--- config.mk ---
export PLATFORM = sky130hd
export DESIGN_NAME = hlr_ctrl
export DESIGN_NICKNAME = d
export VERILOG_FILES = /design/src/hdl/hlr_pkg.sv /design/src/hdl/hlr_ctrl.sv
export VERILOG_INCLUDE_DIRS = /design/src /design/src/hdl
export SDC_FILE = /design/constraint.sdc
export NUM_CORES = 1
export LEC_CHECK = 0
export BUFFER_PORTS_ARGS = -buffer_cell sky130_fd_sc_hd__buf_2
export CAP_MARGIN = 10
export CORE_AREA = 2 2 39 41
export CTS_CLUSTER_DIAMETER = 40
export DETAILED_ROUTE_END_ITERATION = 16
export DIE_AREA = 0 0 41 43
export PLACE_DENSITY = 0.6
export SLEW_MARGIN = 20
export SYNTH_ARGS = -nofsm -noshare
export SYNTH_HDL_FRONTEND = slang
export SYNTH_SLANG_ARGS = --single-unit
--- constraint.sdc ---
create_clock -name clk -period 1.4 [get_ports clk]
set_input_delay 0.28 -clock clk [delete_from_list [all_inputs] [get_ports clk]]
set_output_delay 0.28 -clock clk [all_outputs]
set_load 0.005 [all_outputs]
--- src/hdl/assert_macros.svh ---
// ----------------------------------------------------------------------------
// Assertion macros
// Shared concurrent assertion wrappers; empty under synthesis.
// ----------------------------------------------------------------------------
`ifndef ASSERT_MACROS_SVH
`define ASSERT_MACROS_SVH

`ifndef SYNTHESIS
// Check prop on every clk edge outside reset.
`define ASSERT_RST(label, prop, msg) \
    label: assert property (@(posedge clk) disable iff (!rst_n) prop) else $error(msg);
// Check prop on every clk edge, reset included.
`define ASSERT_ALWAYS(label, prop, msg) \
    label: assert property (@(posedge clk) prop) else $error(msg);
`else
`define ASSERT_RST(label, prop, msg)
`define ASSERT_ALWAYS(label, prop, msg)
`endif

`endif

--- src/hdl/hlr_pkg.sv ---
// ----------------------------------------------------------------------------
// hlr_pkg
// Types and constants for the histogram largest-rectangle block.
// ----------------------------------------------------------------------------
package hlr_pkg;

    localparam int IN_HEIGHT_BITS = 16;
    localparam int AREA_BITS      = 26;
    localparam int COUNT_BITS     = 11;

    typedef struct packed {
        logic [IN_HEIGHT_BITS-1:0] bar_height;
        logic                      last_bar;
    } in_item_t;

    typedef struct packed {
        logic [AREA_BITS-1:0]  max_area;
        logic [COUNT_BITS-1:0] bar_count;
        logic                  overflow;
    } out_item_t;

    typedef enum logic [5:0] {
        S_IDLE  = 6'b000001,
        S_CHECK = 6'b000010,
        S_POP   = 6'b000100,
        S_SCORE = 6'b001000,
        S_FLUSH = 6'b010000,
        S_DONE  = 6'b100000
    } state_t;

    // Controller to datapath
    typedef struct packed {
        logic capture;  // latch the input beat
        logic push;     // push bar, advance position
        logic drop;     // mark dropped bar
        logic pop;      // pop top, form product
        logic score;    // fold product into best area
        logic emit;     // load result, clear histogram state
    } cmd_t;

    // Datapath to controller
    typedef struct packed {
        logic top_ge;   // stack not empty and top height >= new bar
        logic full;     // position reached capacity
        logic empty;    // stack empty
        logic last;     // captured bar closes the histogram
        logic out_busy; // result slot occupied and not taken this cycle
    } sts_t;

endpackage

--- src/hdl/hlr_ctrl.sv ---
// ----------------------------------------------------------------------------
// hlr_ctrl
// Sequencer for push, pop, score and flush steps of the stack walk.
// ----------------------------------------------------------------------------
`include "assert_macros.svh"

module hlr_ctrl (
    input  logic          clk,
    input  logic          rst_n,
    input  logic          in_valid,
    output logic          in_ready,
    input  hlr_pkg::sts_t sts,
    output hlr_pkg::cmd_t cmd
);
    import hlr_pkg::*;

    state_t state_reg;
    state_t state_next;
    logic   flush_reg;
    logic   flush_next;

    always_ff @(posedge clk or negedge rst_n)
    begin
        if (!rst_n)
        begin
            state_reg <= S_IDLE;
            flush_reg <= 1'b0;
        end
        else
        begin
            state_reg <= state_next;
            flush_reg <= flush_next;
        end
    end

    assign in_ready = (state_reg == S_IDLE);

    always_comb
    begin
        state_next = state_reg;
        flush_next = flush_reg;
        cmd        = '0;
        case (state_reg)
            S_IDLE:
            begin
                if (in_valid)
                begin
                    cmd.capture = 1'b1;
                    state_next  = S_CHECK;
                end
            end
            S_CHECK:
            begin
                if (sts.full)
                begin
                    cmd.drop   = 1'b1;
                    state_next = sts.last ? S_FLUSH : S_IDLE;
                end
                else if (sts.top_ge)
                begin
                    state_next = S_POP;
                end
                else
                begin
                    cmd.push   = 1'b1;
                    state_next = sts.last ? S_FLUSH : S_IDLE;
                end
            end
            S_POP:
            begin
                cmd.pop    = 1'b1;
                state_next = S_SCORE;
            end
            S_SCORE:
            begin
                cmd.score  = 1'b1;
                state_next = flush_reg ? S_FLUSH : S_CHECK;
            end
            S_FLUSH:
            begin
                flush_next = 1'b1;
                state_next = sts.empty ? S_DONE : S_POP;
            end
            S_DONE:
            begin
                if (!sts.out_busy)
                begin
                    cmd.emit   = 1'b1;
                    flush_next = 1'b0;
                    state_next = S_IDLE;
                end
            end
            default:
            begin
                state_next = S_IDLE;
                flush_next = 1'b0;
            end
        endcase
    end

    `ASSERT_RST(a_pop_nonempty, cmd.pop |-> !sts.empty, "pop on empty stack")
    `ASSERT_RST(a_emit_free, cmd.emit |-> !sts.out_busy, "result slot overwritten")
    `ASSERT_RST(a_push_room, cmd.push |-> !sts.full, "push beyond capacity")
    `ASSERT_RST(a_one_item, cmd.capture |=> !in_ready, "second beat taken mid-item")

endmodule

==> out/results.txt <==
Initial antenna violation count - 0
Vias - 467
Area leader, netlist - dfrtp_1
Setup TNS - -867 ps
Max-slew violations - 0
Core area - 1380 um2
Slowest stage delay, CP - 570 ps
Hold Slack - 229 ps
Layout area overhead - 48.3%
Reg-to-Reg Start - state_reg[3]$_DFFE_PN0P_
Worst hold stages - 2
R2R cell count - 5
CTS H-tree lvls - 1
Setup Skew - 0.748 ps
Synth area leaders - dfrtp_1 32%, dfstp_2 5.5%, buf_6 4.7%
Finished Core Util - 50.8%
Max Cap Viol - 0
# DRC - 0
Die W - 41 um
Die Span Y - 43 um
Violated checks - negative setup slack
Compound-gate portion of the synthesized area - 18.5%
Share of cells above drive strength 1 - 51.9%
Drt first pass iters - 3
CP Class - flip-flop to output port
Post-synth cell types - 27
Post-synthesis adder-cell area fraction - 0%
Post-synth top area share - 31.7%
FILL cells - 141
Worst setup SP type - flip-flop
Max FFs per register - 6
LEAKAGE - 0.000342 uW
Avg Inst Size Synth - 9.48 um2
R2R Setup Slk - -10 ps
Measured slew at the worst slew-check pin - 336 ps
Initial DRC count - 4
Max IR drop VDD - 0.606 mV
Mux cell area share after synthesis - 0%
Largest net degree at the start of global routing - 8
Gate Count Post-Synth - 50
Hold Crit Start - sts[2]
Worst rel slew slack - 77.3%
Hpwl dp - 848 um
Crit-path cells - nor2_2, buf_4, and4b_1, buf_2
GPL Wtd Cong - 0.812
Dpl cell area - 594 um2
RSZ-0062 raised after global routing - true
CP arrival - 1300 ps
Yosys reg bits - 7
N_diodes - 0
Post-synthesis simple-gate area fraction - 33.0%
CP Max Fanout - 4
Worst-path clk slew - 50 ps
Post-DRT Antenna Nets - 0
Root Driver - clkbuf_4
Cell Pwr Density - 1310 nW/um2
Crit. End Element - output port
Global-route usage over all layers - 16.5%
Final hold violation count - 0
CP max stage cell - dfstp_2
Die area - 1760 um2
Routed wire per std cell - 11.7 um
Most common cell after layout, fill and taps aside - buf_2
Via/cell ratio - 5.02
GRT overflow - 0
Register area share after synthesis - 37.2%
CP Data Required Time - 1120 ps
Buf/Inv on CP - 2
Vias in the first global route - 474
Fin crit share - 113%
Hold path endpoint - state_reg[2]$_DFFE_PN0P_
Commonest non-fill, non-tap cells in the layout - 14 x buf_2, 7 x buf_4, 4 x inv_1, 4 x dfrtp_1
Mapped Nets - 58
Clk buf depth - 2
# IOs - 15
Clk_lat worst skew - 240 ps
Hold Crit Class - input port to flip-flop
Delay-heaviest family, CP - flip-flops
Nets - 86
Syn Std Cell Area - 474 um2
Final setup vio count - 8
Fmax achieved - 632 MHz
Initial Utilization - 34.3%
Status - complete, but fails checks
CTS Sinks - 7
Worst setup margin - -182 ps
Crit path time final - 1580 ps
Post-synthesis xor/xnor area fraction - 3.43%
Row count - 14
First-pass GRT wire length - 1.92 mm
Largest family of logic cells by synthesized area - simple AND/OR/NAND/NOR gates
Fin area - 703 um2
CTS tree - built
Port bufs - 14
Reg2Reg Capture Point - state_reg[0]$_DFFE_PN1P_
YS warnings - 0
Total wire length - 1.09 mm
Total CTS buffers - 3
metal layers:
layer  share of wire (%)  global-route usage (%)  vias up
met4                0.92                    11.3        0
met3                 1.9                    2.09        2
met5                   0                       0        -
met2                  56                    25.9        6
li1                    -                       -      237
met1                  41                    19.6      222
worst max-delay path by stage:
stage | startpoint | to | slack, ps | cells past startpoint
5_1_grt | state_reg[5]$_DFFE_PN0P_ | cmd[5] | -250 | 4
2_1_floorplan | state_reg[3]$_DFFE_PN0P_ | cmd[5] | 70 | 4
6_report | state_reg[0]$_DFFE_PN1P_ | cmd[0] | -180 | 4
4_1_cts | state_reg[0]$_DFFE_PN1P_ | cmd[0] | -180 | 4
3_3_place_gp | state_reg[1]$_DFFE_PN0P_ | cmd[4] | 30 | 4
3_5_place_dp | state_reg[2]$_DFFE_PN0P_ | cmd[4] | 10 | 4
synth_stat cells, drive strengths merged:
cell type  instances
a221o              1
nor3               3
and4b              2
nor4b              2
nor2b              2
dfrtp              6
o31a               2
nand2              1
xor2               1
o21ai              5
a21boi             1
o21ba              1
inv                4
and2               1
buf                2
nand3              1
a22o               1
nor3b              3
o32ai              1
and3b              1
dfstp              1
nor2               6
nand4b             1
nand4              1
kinds of logic after synthesis:
| kind of cell | after synthesis |
|---|---|
| and+or+nand+nor | 24 |
| AOI/OAI and AO/OA | 12 |
| DFF | 7 |
| buffers and inverters | 6 |
| xor gates and xnor gates | 1 |
metrics by stage:
step,total power (uW),setup WS [ps],cells
2_1_floorplan,527,69.4,50
6_report,921,-182,93
3_3_place_gp,675,30.0,85
4_1_cts,924,-180,93
3_5_place_dp,675,13.0,85
5_1_grt,1000,-254,93
worst reg2reg max path: stages (launching register included):
cell and delay (ps):
dfrtp_2 420, buf_6 140, xor2_2 160, o21ai_1 80
o31a_1 260, o31a_1 280
report_power, final:
group | switching (uW) | internal, uW | leakage [uW] | total (uW)
sequential | 42.9 | 248 | 0.0000901 | 291
clock | 71.9 | 109 | 0.0000150 | 180
combinational | 194 | 255 | 0.000237 | 450
total | 309 | 612 | 0.000342 | 921
final cells by class:
class | count | area [um2] | area share, %
Multi-Input combinational cell | 37 | 297 | 42.2
Sequential cell | 7 | 179 | 25.4
Timing Repair Buffer | 25 | 166 | 23.7
Clock buffer | 4 | 26.3 | 3.74
Tap cell | 16 | 20.0 | 2.85
Inverter | 4 | 15.0 | 2.14
what timing repair did:
item / in CTS / in global routing
resized for setup: 14 / 2
setup endpoints to repair: 7 / 10
hold buffers: 1 / 0
pin swaps: 1 / 1
buffers inserted: 3 / 0
endpoints found under the hold margin: 6 / 0
Note: power is estimated with default switching activity, not from simulation.
